**src/design/background_tile_pixel_fetch_defines.svh**
```systemverilog
// ----------------------------------------------------------------------------
// background_tile_pixel_fetch_defines : assertion macros
// Concurrent check macros on i_clk; empty when SYNTHESIS is defined.
// ----------------------------------------------------------------------------
`ifndef BACKGROUND_TILE_PIXEL_FETCH_DEFINES_SVH
`define BACKGROUND_TILE_PIXEL_FETCH_DEFINES_SVH

`ifndef SYNTHESIS
// check outside reset
`define BTPF_ASSERT(lbl, prop) \
    lbl: assert property (@(posedge i_clk) disable iff (!i_rst_n) prop) \
        else $error("btpf check failed");
// check that also runs through reset
`define BTPF_ASSERT_ALWAYS(lbl, prop) \
    lbl: assert property (@(posedge i_clk) prop) \
        else $error("btpf check failed");
`else
`define BTPF_ASSERT(lbl, prop)
`define BTPF_ASSERT_ALWAYS(lbl, prop)
`endif

`endif

```
**src/design/btpf_pkg.sv**
```systemverilog
// ----------------------------------------------------------------------------
// btpf_pkg : shared types and constants
// Widths, address map pieces, register indexes and controller commands.
// ----------------------------------------------------------------------------
package btpf_pkg;

    localparam int STORE_DEPTH = 16384;
    localparam int ADDR_W      = 14;
    localparam int DATA_W      = 8;
    localparam int CFG_IDX_W   = 2;

    // register indexes
    localparam logic [CFG_IDX_W-1:0] CFG_NAMETABLE_SELECT = 2'd0;
    localparam logic [CFG_IDX_W-1:0] CFG_PATTERN_SELECT   = 2'd1;

    // address map fragments
    localparam logic [1:0] NT_ROOT   = 2'b10;     // 0x2000
    localparam logic [3:0] ATTR_ROOT = 4'b1111;   // 0x3C0 within a nametable
    localparam logic [5:0] PAL_ROOT  = 6'b111111; // 0x3F00
    localparam logic [3:0] PAL_GAP   = 4'b0000;

    typedef enum logic [2:0] {
        A_INPUT,
        A_NT,
        A_AT,
        A_PL,
        A_PH,
        A_PAL
    } t_addr_sel;

    typedef enum logic [2:0] {
        C_NONE,
        C_NT,
        C_AT,
        C_PL,
        C_PH,
        C_PAL
    } t_cap_sel;

    typedef struct packed {
        logic      ram_we;
        t_addr_sel addr_sel;
        logic [1:0] rd_pal;
        t_cap_sel  cap;
        logic [1:0] cap_pal;
        logic      latch_pixel;
        logic      load_out;
    } t_dp_cmd;

    typedef struct packed {
        logic is_render;
        logic fetch_needed;
    } t_dp_status;

endpackage

```
**src/design/btpf_ctrl.sv**
```systemverilog
// ----------------------------------------------------------------------------
// btpf_ctrl : sequencing controller
// Accepts beats, steps the tile fetch reads and manages the result register.
// ----------------------------------------------------------------------------
`include "background_tile_pixel_fetch_defines.svh"

module btpf_ctrl import btpf_pkg::*; (
    input  logic       i_clk,
    input  logic       i_rst_n,
    input  logic       i_in_valid,
    output logic       o_in_ready,
    output logic       o_out_valid,
    input  logic       i_out_ready,
    input  t_dp_status i_status,
    output t_dp_cmd    o_cmd
);

    typedef enum logic [3:0] {
        S_IDLE,
        S_NT,
        S_AT,
        S_PL,
        S_PH,
        S_P0,
        S_P1,
        S_P2,
        S_P3,
        S_PCAP,
        S_EMIT
    } t_state;

    t_state  r_state, n_state;
    logic    r_out_valid, n_out_valid;
    logic    in_acc;
    logic    out_free;
    t_dp_cmd cmd;

    assign o_in_ready = (r_state == S_IDLE);
    assign in_acc     = i_in_valid && o_in_ready;
    assign out_free   = !r_out_valid || i_out_ready;

    always_comb begin
        n_state          = r_state;
        n_out_valid      = r_out_valid && !i_out_ready;
        cmd.ram_we       = 1'b0;
        cmd.addr_sel     = A_INPUT;
        cmd.rd_pal       = 2'd0;
        cmd.cap          = C_NONE;
        cmd.cap_pal      = 2'd0;
        cmd.latch_pixel  = 1'b0;
        cmd.load_out     = 1'b0;
        unique case (r_state)
            S_IDLE: begin
                cmd.ram_we      = in_acc && !i_status.is_render;
                cmd.latch_pixel = in_acc && i_status.is_render;
                if (in_acc && i_status.is_render) begin
                    n_state = i_status.fetch_needed ? S_NT : S_EMIT;
                end
            end
            S_NT: begin
                cmd.addr_sel = A_NT;
                n_state      = S_AT;
            end
            S_AT: begin
                cmd.addr_sel = A_AT;
                cmd.cap      = C_NT;
                n_state      = S_PL;
            end
            S_PL: begin
                cmd.addr_sel = A_PL;
                cmd.cap      = C_AT;
                n_state      = S_PH;
            end
            S_PH: begin
                cmd.addr_sel = A_PH;
                cmd.cap      = C_PL;
                n_state      = S_P0;
            end
            S_P0: begin
                cmd.addr_sel = A_PAL;
                cmd.rd_pal   = 2'd0;
                cmd.cap      = C_PH;
                n_state      = S_P1;
            end
            S_P1: begin
                cmd.addr_sel = A_PAL;
                cmd.rd_pal   = 2'd1;
                cmd.cap      = C_PAL;
                cmd.cap_pal  = 2'd0;
                n_state      = S_P2;
            end
            S_P2: begin
                cmd.addr_sel = A_PAL;
                cmd.rd_pal   = 2'd2;
                cmd.cap      = C_PAL;
                cmd.cap_pal  = 2'd1;
                n_state      = S_P3;
            end
            S_P3: begin
                cmd.addr_sel = A_PAL;
                cmd.rd_pal   = 2'd3;
                cmd.cap      = C_PAL;
                cmd.cap_pal  = 2'd2;
                n_state      = S_PCAP;
            end
            S_PCAP: begin
                cmd.cap     = C_PAL;
                cmd.cap_pal = 2'd3;
                n_state     = S_EMIT;
            end
            S_EMIT: begin
                if (out_free) begin
                    cmd.load_out = 1'b1;
                    n_out_valid  = 1'b1;
                    n_state      = S_IDLE;
                end
            end
            default: begin
                n_state = S_IDLE;
            end
        endcase
    end

    always_ff @(posedge i_clk) begin
        if (!i_rst_n) begin
            r_state     <= S_IDLE;
            r_out_valid <= 1'b0;
        end else begin
            r_state     <= n_state;
            r_out_valid <= n_out_valid;
        end
    end

    assign o_out_valid = r_out_valid;
    assign o_cmd       = cmd;

    `BTPF_ASSERT(a_fetch_starts, in_acc && i_status.is_render && i_status.fetch_needed |=> r_state == S_NT)
    `BTPF_ASSERT(a_emit_loads, r_state == S_EMIT && out_free |=> r_state == S_IDLE && r_out_valid)
    `BTPF_ASSERT(a_result_drops_taken, $fell(r_out_valid) |-> $past(i_out_ready) || !$past(i_rst_n))
    `BTPF_ASSERT_ALWAYS(a_reset_idle, !$past(i_rst_n) |-> r_state == S_IDLE && !r_out_valid)

endmodule

```
**config.mk**
```make
export PLATFORM = sky130hd
export DESIGN_NAME = btpf_ctrl
export DESIGN_NICKNAME = d
export VERILOG_FILES = /design/src/design/btpf_pkg.sv /design/src/design/btpf_ctrl.sv
export VERILOG_INCLUDE_DIRS = /design/src /design/src/design
export SDC_FILE = /design/constraint.sdc
export NUM_CORES = 1
export LEC_CHECK = 0
export BUFFER_PORTS_ARGS = -buffer_cell sky130_fd_sc_hd__buf_2
export CAP_MARGIN = 15
export CORE_AREA = 5 5 42 44
export CTS_BUF_LIST = sky130_fd_sc_hd__clkbuf_2 sky130_fd_sc_hd__clkbuf_4 sky130_fd_sc_hd__clkbuf_8
export CTS_CLUSTER_DIAMETER = 120
export CTS_CLUSTER_SIZE = 8
export DETAILED_ROUTE_END_ITERATION = 16
export DIE_AREA = 0 0 47 49
export MAX_ROUTING_LAYER = met4
export PLACE_DENSITY_LB_ADDON = 0.12
export SYNTH_ARGS = -nofsm -noshare
export SYNTH_HDL_FRONTEND = slang
export SYNTH_SLANG_ARGS = --single-unit
```
**constraint.sdc**
```tcl
create_clock -name i_clk -period 1.29 [get_ports i_clk]
set_input_delay 0.129 -clock i_clk [delete_from_list [all_inputs] [get_ports i_clk]]
set_output_delay 0.129 -clock i_clk [all_outputs]
set_load 0.02 [all_outputs]
```
==> run metrics, run 1 <==
number of buffers inserted by port buffering=20; worst hold path type=in -> reg; largest net degree at the start of global routing=9; Site Rows=14; commonest non-fill, non-tap cells in the layout=buf_4 (26), buf_6 (11), buf_2 (8); antenna diode instance count=0; max-slew violation total from the final report=0; # H-tree levels=1; cell type contributing the most total cell area after synthesis=dfxtp_1; Filler Cell Count=123; vias in the first global route=578; nature of the critical path endpoint=primary output; fraction of the core area covered by cells at the end of the flow=66.79%; data required time of the critical path=1.16 ns; Synth Register Bits=5; Ports=21; final setup violation count=14; number of standard cells after synthesis=60; failing checks=negative setup slack; number of design-rule violations left by the first detailed-router iteration=6; setup repair after global routing missed its margin=true; core region area=1401 um^2; worst-skew pair later-pin latency=0.26 ns; net count after synthesis=66; most frequent standard cell in the layout excluding fill and tap cells=buf_4; synthesis-to-layout area growth=99.47%; DR pass1 iterations=4; number of buffers created by CTS=3; clock tree from TritonCTS=yes; area of the die=2303 um^2; Yosys top cell area share=21.33%; setup TNS after final layout=-1.489 ns; Worst Path Arrival=1.33 ns; number of maximum-capacitance violations=0; area fraction in compound gates after synthesis=23.73%; sequential element share of the synthesized area=21.33%; mean post-synth cell area=7.820 um^2; number of hold buffers added after CTS=0; outcome=finished, violations left; first-pass GRT wire length=2449 um; Chip Width=47 um; hpwl dp=968.5 um; largest family of logic cells by synthesized area=simple AND/OR/NAND/NOR gates; top cells by area, synth=dfxtp_1 (21%), nand2_1 (5.6%), nor2b_1 (5.3%), buf_6 (4.8%), nor4_4 (4.5%); startpoint of the worst hold path=i_rst_n; count of final hold-check violations=0; GRT overflow=0; worst-case setup margin in the final layout=-0.1662 ns; detail-routed net length per standard cell=13.69 um; setup skew after layout=0.01204 ns; antenna violations before repair=0; kind of launch point of the worst setup path=flop; DRC=0; total power density per cell area=2002 nW/um^2; initial core utilization=33.48%; # clock sinks=5; clock-pin slew reported for the worst setup and hold paths after clock tree synthesis=0.05 ns; fraction of synthesized cell area in xor and xnor cells=1.867%; Vias/cell=5.017; Bufs on Longest Clock Path=2; post-place instance area=650.6 um^2; fraction of final layout cells sized beyond drive strength 1=71.43%; leakage dissipation=0.0004435 uW; CTS Root Cell=clkbuf_4; Relative slew margins=76.16%; final std cell area, no fill=935.9 um^2; warning count from the yosys run=0; Critical Path Fanout Max=7; adder-cell area share of the yosys netlist=0%; launching element of the worst setup path=r_state[1]; Post-Synthesis Cell Area=469.2 um^2; timing-limited maximum frequency=686.7 MHz; shortest clock period the worst path allows after layout=1.456 ns; launch instance of the worst register-to-register path=r_state[1]; post-route ant nets=0; via total after detailed routing=607; Chip Height=49 um; Max rail drop VDD=0.001230 V; global router's overall resource usage=14.57%; Slew @ Worst Pin=0.3543 ns; post-synthesis share of cell area spent on and, or, nand and nor gates=45.33%; last weighted congestion value of the routability-driven placer=0.7755; Crit Path Category=reg -> out; final cycle utilization of the critical path=112.9%; number of nets in the layout=112; multiplexer area fraction after synthesis=0%; total length of routed wires=1657 um; Cell variety after synth=31
-- critical path, stage by stage (launching register included) --
cell	delay, ns
dfxtp_4	0.40
buf_6	0.13
nand2_2	0.05
or2_1	0.23
a21oi_2	0.12
buf_4	0.14
-- state kept, by name, indices dropped and copies added, names as in the netlist --
| signal | flops |
|---|---|
| r_state | 4 |
| o_out_valid | 1 |
-- per-stage QoR --
step / cells / worst slack, ns / hold slack [ns] / power [uW]
5_1_grt: 121 / -0.2657 / 0.1363 / 1999
3_3_place_gp: 104 / 0.009203 / 0.3871 / 1178
6_report: 121 / -0.1662 / 0.1416 / 1873
3_5_place_dp: 104 / -0.01181 / 0.4097 / 1174
2_1_floorplan: 60 / -0.009015 / 0.2465 / 880.3
4_1_cts: 117 / -0.1446 / 0.1558 / 1679
-- where the power goes --
group          switching (uW)  internal, uW
clock                    75.9           139
sequential               91.5           208
combinational             627           732
-- area by class of cell --
type                    count  area [um^2]  area share (%)
multi-input cells          50        407.9           43.58
repair buffers             45        359.1           38.37
flip-flops and latches      5        115.1           12.30
clock buffers               4        30.03           3.209
well taps                  16        20.02           2.139
inverters                   1        3.754          0.4011
-- kinds of logic (layout without fill, tap and decap cells) --
family                    count (synthesis)  in the layout
AOI/OAI and AO/OA                        16             16
xor gates and xnor gates                  1              1
buffers and inverters                     5             50
DFF                                       5              5
and+or+nand+nor                          33             33
-- metal layers --
layer	vias up	share of wire [%]	GRT usage, %
met2	12	53	22.40
met4	0	0	5.991
met3	0	3.8	4.428
met5	-	0	-
met1	293	43	17.11
li1	302	-	-
-- worst paths after layout --
check | end | slack, ns | depth (start not counted)
min reg2reg | r_state[0] | 0.63 | 2
min | o_out_valid | 0.14 | 2
max | o_cmd[5] | -0.17 | 5
max reg2reg | r_state[1] | 0.01 | 4
-- repair_timing --
| action | in CTS | in global routing |
|---|---|---|
| resized for setup | 32 | 17 |
| pin swaps | 6 | 12 |
| setup buffers | 9 | 5 |
| endpoints found under the setup margin | 14 | 15 |
-- cell usage after synthesis --
cell / count
a21bo_4: 1
a21oi_1: 4
a21oi_2: 2
a31oi_1: 1
and2b_1: 1
and3_1: 1
and4bb_1: 1
buf_2: 2
buf_6: 2
dfxtp_1: 5
inv_2: 1
nand2_1: 7
nand2_2: 1
nand2b_1: 3
nand3_1: 1
nand3b_1: 1
nor2_1: 5
nor2b_1: 4
nor3b_1: 2
nor4_1: 1
nor4_4: 1
nor4b_2: 1
o21a_1: 1
o21ai_0: 2
o21ai_1: 3
o21ba_1: 1
o2bb2ai_1: 1
or2_1: 1
or3_1: 1
or3b_1: 1
xnor2_1: 1
Note: power is estimated with default switching activity, not from simulation.
==> run 2, diff against run 1 <==
ABC_AREA = 1   (was unset)
CTS_CLUSTER_DIAMETER = unset   (was 120)
==> run metrics, run 2 <==
outcome=finished, violations left (unchanged); failing checks=negative setup slack (unchanged); top cells by area, synth=dfxtp_1 (24%), nand2_1 (15%), inv_1 (13%), nor2_2 (9.0%), a21oi_1 (7.2%) (was dfxtp_1 (21%), nand2_1 (5.6%), nor2b_1 (5.3%), buf_6 (4.8%), nor4_4 (4.5%)); Cell variety after synth=17 (was 31); setup repair after global routing missed its margin=true (unchanged); Vias/cell=4.362 (was 5.017); kind of launch point of the worst setup path=flop (unchanged); DRC=0 (unchanged); post-place instance area=544.3 um^2 (was 650.6 um^2); Crit Path Category=reg -> out (unchanged); number of design-rule violations left by the first detailed-router iteration=3 (was 6); number of buffers inserted by port buffering=20 (unchanged); Bufs on Longest Clock Path=2 (unchanged); total length of routed wires=1143 um (was 1657 um); commonest non-fill, non-tap cells in the layout=nand2_1 (12), inv_1 (11), buf_2 (9), buf_6 (9) (was buf_4 (26), buf_6 (11), buf_2 (8)); Critical Path Fanout Max=5 (was 7); Yosys top cell area share=23.88% (was 21.33%); most frequent cells after synthesis=nand2_1 (17), inv_1 (14), nor2_1 (8) (was nand2_1 (7), dfxtp_1 (5), nor2_1 (5)); count of final hold-check violations=0 (unchanged); worst-skew pair later-pin latency=0.24 ns (was 0.26 ns); final std cell area, no fill=740.7 um^2 (was 935.9 um^2); Post-synth EDFFs=0 (unchanged); worst hold path type=in -> reg (unchanged); antenna diode instance count=0 (unchanged); Worst Path Arrival=1.22 ns (was 1.33 ns); most numerous cell in the Yosys netlist=nand2_1 (unchanged); final cycle utilization of the critical path=105.0% (was 112.9%); largest net degree at the start of global routing=8 (was 9); core region area=1401 um^2 (unchanged); number of standard cells after synthesis=73 (was 60); sequential element share of the synthesized area=23.88% (was 21.33%); final setup violation count=9 (was 14); Max rail drop VDD=0.001174 V (was 0.001230 V); number of maximum-capacitance violations=0 (unchanged); net count after synthesis=79 (was 66); GRT overflow=0 (unchanged); cell type contributing the most total cell area after synthesis=dfxtp_1 (unchanged); initial core utilization=29.91% (was 33.48%); max FFs per register=4 (unchanged); Post-Synthesis Cell Area=419.2 um^2 (was 469.2 um^2); most frequent standard cell in the layout excluding fill and tap cells=nand2_1 (was buf_4); CTS Root Cell=clkbuf_4 (unchanged); worst-case setup margin in the final layout=-0.06392 ns (was -0.1662 ns); nature of the critical path endpoint=primary output (unchanged); fraction of final layout cells sized beyond drive strength 1=62.00% (was 71.43%); # clock sinks=5 (unchanged); Chip Height=49 um (unchanged); timing-limited maximum frequency=738.6 MHz (was 686.7 MHz); total power density per cell area=2944 nW/um^2 (was 2002 nW/um^2); mean post-synth cell area=5.742 um^2 (was 7.820 um^2); Ports=21 (unchanged); number of nets in the layout=107 (was 112); Post-synth ARST share=0% (unchanged); register with the highest flop count=r_state (unchanged); Site Rows=14 (unchanged); first-pass GRT wire length=1752 um (was 2449 um); shortest clock period the worst path allows after layout=1.354 ns (was 1.456 ns); total chip power=2181 uW (was 1873 uW); hpwl dp=917.7 um (was 968.5 um); antenna violations before repair=0 (unchanged); max-slew violation total from the final report=0 (unchanged); via total after detailed routing=506 (was 607); leakage dissipation=0.0003971 uW (was 0.0004435 uW); data required time of the critical path=1.16 ns (about the same); global router's overall resource usage=10.74% (was 14.57%); Slew @ Worst Pin=0.1920 ns (was 0.3543 ns); detail-routed net length per standard cell=9.853 um (was 13.69 um); DR pass1 iterations=2 (was 4); clock tree from TritonCTS=yes (unchanged); last weighted congestion value of the routability-driven placer=0.7665 (was 0.7755); post-route ant nets=0 (unchanged); number of hold buffers added after CTS=0 (unchanged); vias in the first global route=464 (was 578); Relative slew margins=87.18% (was 76.16%); number of buffers created by CTS=3 (unchanged); warning count from the yosys run=0 (unchanged); Synth Register Bits=5 (unchanged); synthesis-to-layout area growth=76.72% (was 99.47%); clock-pin slew reported for the worst setup and hold paths after clock tree synthesis=0.04 ns (was 0.05 ns); area of the die=2303 um^2 (unchanged); # H-tree levels=1 (unchanged); setup skew after layout=0.001838 ns (was 0.01204 ns); Chip Width=47 um (unchanged); primary flip-flop cell chosen by synthesis mapping=dfxtp_1 (unchanged)
run 2: changes by cell type after synthesis, sizes merged, moves of 2 or more:
cell    delta
nor4       -2
nor2b      -4
inv       +16
o21ai      -2
buf        -4
nor3b      -2
nand2     +12
nor2      +10
nand2b     -3
run 2: final cells by class:
class	count	area, um^2
Clock buffer	4	30.03
Fill cell	165	660.6
Multi-Input combinational cell	51	322.8
Tap cell	16	20.02
Sequential cell	5	115.1
Inverter	17	68.82
Timing Repair Buffer	23	183.9
run 2: timing repair:
| action | CTS | global route |
|---|---|---|
| setup buffers | 1 | 2 |
| setup endpoints to repair | 12 | 11 |
| cloned | 0 | 0 |
| pin swaps | 3 | 3 |
| resized for setup | 27 | 26 |
run 2: per-layer routing:
metal | up-vias | part of all wire (%) | GRT usage [%]
met2 | 20 | 51 | 16.74
met3 | 2 | 10 | 2.214
met4 | 0 | 0.79 | 6.912
li1 | 277 | - | -
met5 | - | 0 | -
met1 | 207 | 38 | 11.82
run 2: report_power, final:
group	internal, uW	switching (uW)
Combinational	672	949
Sequential	239	126
Clock	137	57.8
run 2: logic make-up (layout without fill, tap and decap cells):
group | count (synthesis) | in the layout | share of synthesized area (%)
buffers and inverters | 17 | 44 | 15.22
AOI/OAI and AO/OA | 13 | 13 | 17.91
DFF | 5 | 5 | 23.88
and+or+nand+nor | 38 | 38 | 42.99
run 2: critical path, cell delays in order, from the launching register on:
cell and delay, ns:
dfxtp_4 0.37, nor2_4 0.13, nor2_2 0.05, inv_1 0.07, o21ai_1 0.06, a31oi_1 0.15
buf_4 0.17
run 2: worst paths after layout:
| path | to | startpoint | slack [ns] | cells past startpoint |
|---|---|---|---|---|
| worst max-delay path | o_cmd[4] | r_state[2] | -0.06 | 6 |
| worst min-delay path | r_state[1] | i_rst_n | 0.15 | 3 |
| worst max register to register | r_state[0] | r_state[1] | 0.20 | 6 |
| worst min register to register | o_out_valid | o_out_valid | 0.58 | 3 |
run 2: per-stage QoR:
| step | utilization (%) | setup WS [ns] | hold WS (ns) | instances | TNS [ns] |
|---|---|---|---|---|---|
| floorplan | - | -0.01525 | 0.2755 | 73 | -0.03050 |
| global placement | 38.84 | 0.05946 | 0.4021 | 109 | 0 |
| detailed placement | 38.84 | 0.07103 | 0.4094 | 109 | 0 |
| CTS | 45.45 | -0.08310 | 0.1518 | 114 | -0.2745 |
| global route | 52.86 | -0.1682 | 0.1697 | 116 | -1.061 |
| finish | 52.86 | -0.06392 | 0.1549 | 116 | -0.3434 |
==> run 3, diff against run 2 <==
SETUP_SLACK_MARGIN = 0.3   (was unset)
==> run metrics, run 3 (synthesis gave the netlist of run 2 again) <==
outcome=finished, violations left (unchanged); failing checks=negative setup slack (unchanged); area of the die=2303 um^2 (unchanged); series of cell instances along the critical path=inv_4 -> nor2_4 -> inv_4 -> o31ai_4 -> buf_6 (was nor2_4 -> nor2_2 -> inv_1 -> o21ai_1 -> a31oi_1 -> buf_4); nature of the critical path endpoint=primary output (unchanged); max FFs per register=4 (unchanged); fraction of power consumed by combinational cells=80.1% (was 74.3%); minimum setup slack after placement=0.1123 ns (was 0.07103 ns); count of final hold-check violations=0 (unchanged); detail-routed net length per standard cell=10.67 um (was 9.853 um); cell internal pwr=1471 uW (was 1048 uW); worst-case setup margin in the final layout=-0.1205 ns (was -0.06392 ns); WL met2=678 um (was 585 um); kind of launch point of the worst setup path=flop (unchanged); Chip Width=47 um (unchanged); FF/Latch Area=118.9 um^2 (was 115.1 um^2); fraction of final layout cells sized beyond drive strength 1=75.89% (was 62.00%); number of buffers created by CTS=3 (unchanged); final setup violation count=15 (was 9); register with the highest flop count=r_state (unchanged); # clock sinks=5 (unchanged); Worst Path Arrival=1.28 ns (was 1.22 ns); shortest clock period the worst path allows after layout=1.411 ns (was 1.354 ns); # H-tree levels=1 (unchanged); fraction of the core area covered by cells at the end of the flow=65.00% (was 52.86%); total power density per cell area=3101 nW/um^2 (was 2944 nW/um^2); synthesis-to-layout area growth=117.3% (was 76.72%); Ports=21 (unchanged); via total after detailed routing=586 (was 506); number of buffers inserted by port buffering=20 (unchanged); area used by multi-input combinational logic=379.1 um^2 (was 322.8 um^2); setup repair after global routing missed its margin=true (unchanged); highest metal layer used by the detailed router=met4 (unchanged); most frequent standard cell in the layout excluding fill and tap cells=buf_4 (was nand2_1); vias in the first global route=550 (was 464); GRT overflow=0 (unchanged); switching power of the nets=1353 uW (was 1133 uW); data required time of the critical path=1.16 ns (about the same); Max rail drop VDD=0.001713 V (was 0.001174 V); DRC=0 (unchanged); Bufs on Longest Clock Path=2 (unchanged); number of nets in the layout=119 (was 107); CTS Root Cell=clkbuf_4 (unchanged); initial core utilization=29.91% (unchanged); max-slew violation total from the final report=0 (unchanged); met3 wirelength from detailed routing=94 um (was 118 um); Largest stage delay, worst path=0.41 ns (was 0.37 ns); portion of total power attributed to sequential cells=12.8% (was 16.7%); Relative slew margins=87.44% (was 87.18%); Vias/cell=4.578 (was 4.362); leakage dissipation=0.0004696 uW (was 0.0003971 uW); first-pass GRT wire length=2201 um (was 1752 um); Site Rows=14 (unchanged); timing-limited maximum frequency=709.0 MHz (was 738.6 MHz); antenna diode instance count=0 (unchanged); Slowest cell on crit path=dfxtp_4 (unchanged); total length of routed wires=1366 um (was 1143 um); Sw Share=47.92% (was 51.96%); Critical Path Fanout Max=5 (unchanged); global router's overall resource usage=13.07% (was 10.74%); Filler Cell Count=129 (was 165); proportion of power drawn by the clock network=7.1% (was 9.0%); setup skew after layout=0.0009860 ns (was 0.001838 ns); last weighted congestion value of the routability-driven placer=0.7725 (was 0.7665); post-route ant nets=0 (unchanged); cell repeated most along the worst path=inv_4; clock-pin slew reported for the worst setup and hold paths after clock tree synthesis=0.04 ns (about the same); worst-skew pair later-pin latency=0.24 ns (about the same); Chip Height=49 um (unchanged); commonest non-fill, non-tap cells in the layout=buf_4 (14), buf_6 (13), nand2_2 (12) (was nand2_1 (12), inv_1 (11), buf_2 (9), buf_6 (9)); largest net degree at the start of global routing=7 (was 8); Slew @ Worst Pin=0.1879 ns (was 0.1920 ns); Crit Path Category=reg -> out (unchanged); routed metal-1 wire length=543 um (was 430 um); core region area=1401 um^2 (unchanged); antenna violations before repair=0 (unchanged); final cycle utilization of the critical path=109.3% (was 105.0%); number of maximum-capacitance violations=0 (unchanged); clock tree from TritonCTS=yes (unchanged); worst hold path type=in -> reg (unchanged); hpwl dp=973.1 um (was 917.7 um); DR pass1 iterations=4 (was 2); number of design-rule violations left by the first detailed-router iteration=2 (was 3)
[run 3: changes by cell type in the layout (fill, tap and decap cells not counted), sizes merged]
cell / delta
buf: +12
[run 3: worst paths after layout]
kind / startpoint / depth (start not counted) / endpoint / slack, ns
worst max-delay path: r_state[2] / 5 / o_cmd[7] / -0.12
worst min-delay path: i_rst_n / 3 / r_state[1] / 0.13
worst max register to register: r_state[1] / 8 / r_state[0] / -0.01
worst min register to register: o_out_valid / 3 / o_out_valid / 0.60
[run 3: area by class of cell]
cell class	count	area share (%)
inverters	17	7.830
well taps	16	2.198
multi-input cells	51	41.62
flip-flops and latches	5	13.05
repair buffers	35	32.01
clock buffers	4	3.297
[run 3: worst max-delay path: cells and delay by family (launching register included)]
kind | cells | cell delay [ns]
AO/OA/AOI/OAI | 1 | 0.22
buffers and inverters | 3 | 0.26
flip-flops | 1 | 0.41
AND/OR/NAND/NOR | 1 | 0.15
[run 3: per-layer routing]
| metal | vias up | global-route usage (%) |
|---|---|---|
| li1 | 300 | - |
| met1 | 255 | 15.60 |
| met2 | 23 | 20.14 |
| met3 | 8 | 1.476 |
| met4 | 0 | 7.834 |
| met5 | - | - |
[run 3: through the flow]
stage	hold WS [ns]	setup TNS, ns	cells	total power [uW]	cell area [um^2]
finish	0.1264	-0.5901	128	2824	910.9
floorplan	0.2680	0	73	1402	516.7
global placement	0.3970	0	109	1753	636.9
global route	0.1501	-1.535	128	3047	910.9
CTS	0.1368	-0.5386	124	2483	827.0
detailed placement	0.3951	0	109	1751	636.9
[run 3: power groups by stage]
stage	Sequential, uW	Clock (uW)	Combinational, uW
floorplan	335	0	1070
global placement	344	0	1410
detailed placement	345	0	1410
CTS	337	210	1940
global route	373	221	2450
finish	362	201	2260
[run 3: timing repair]
action / 4_1_cts / 5_1_grt
setup endpoints to repair: 17 / 19
endpoints found under the hold margin: 0 / 0
hold buffers: 0 / 0
pin swaps: 4 / 6
resized for setup: 26 / 17
buffers inserted: 11 / 4
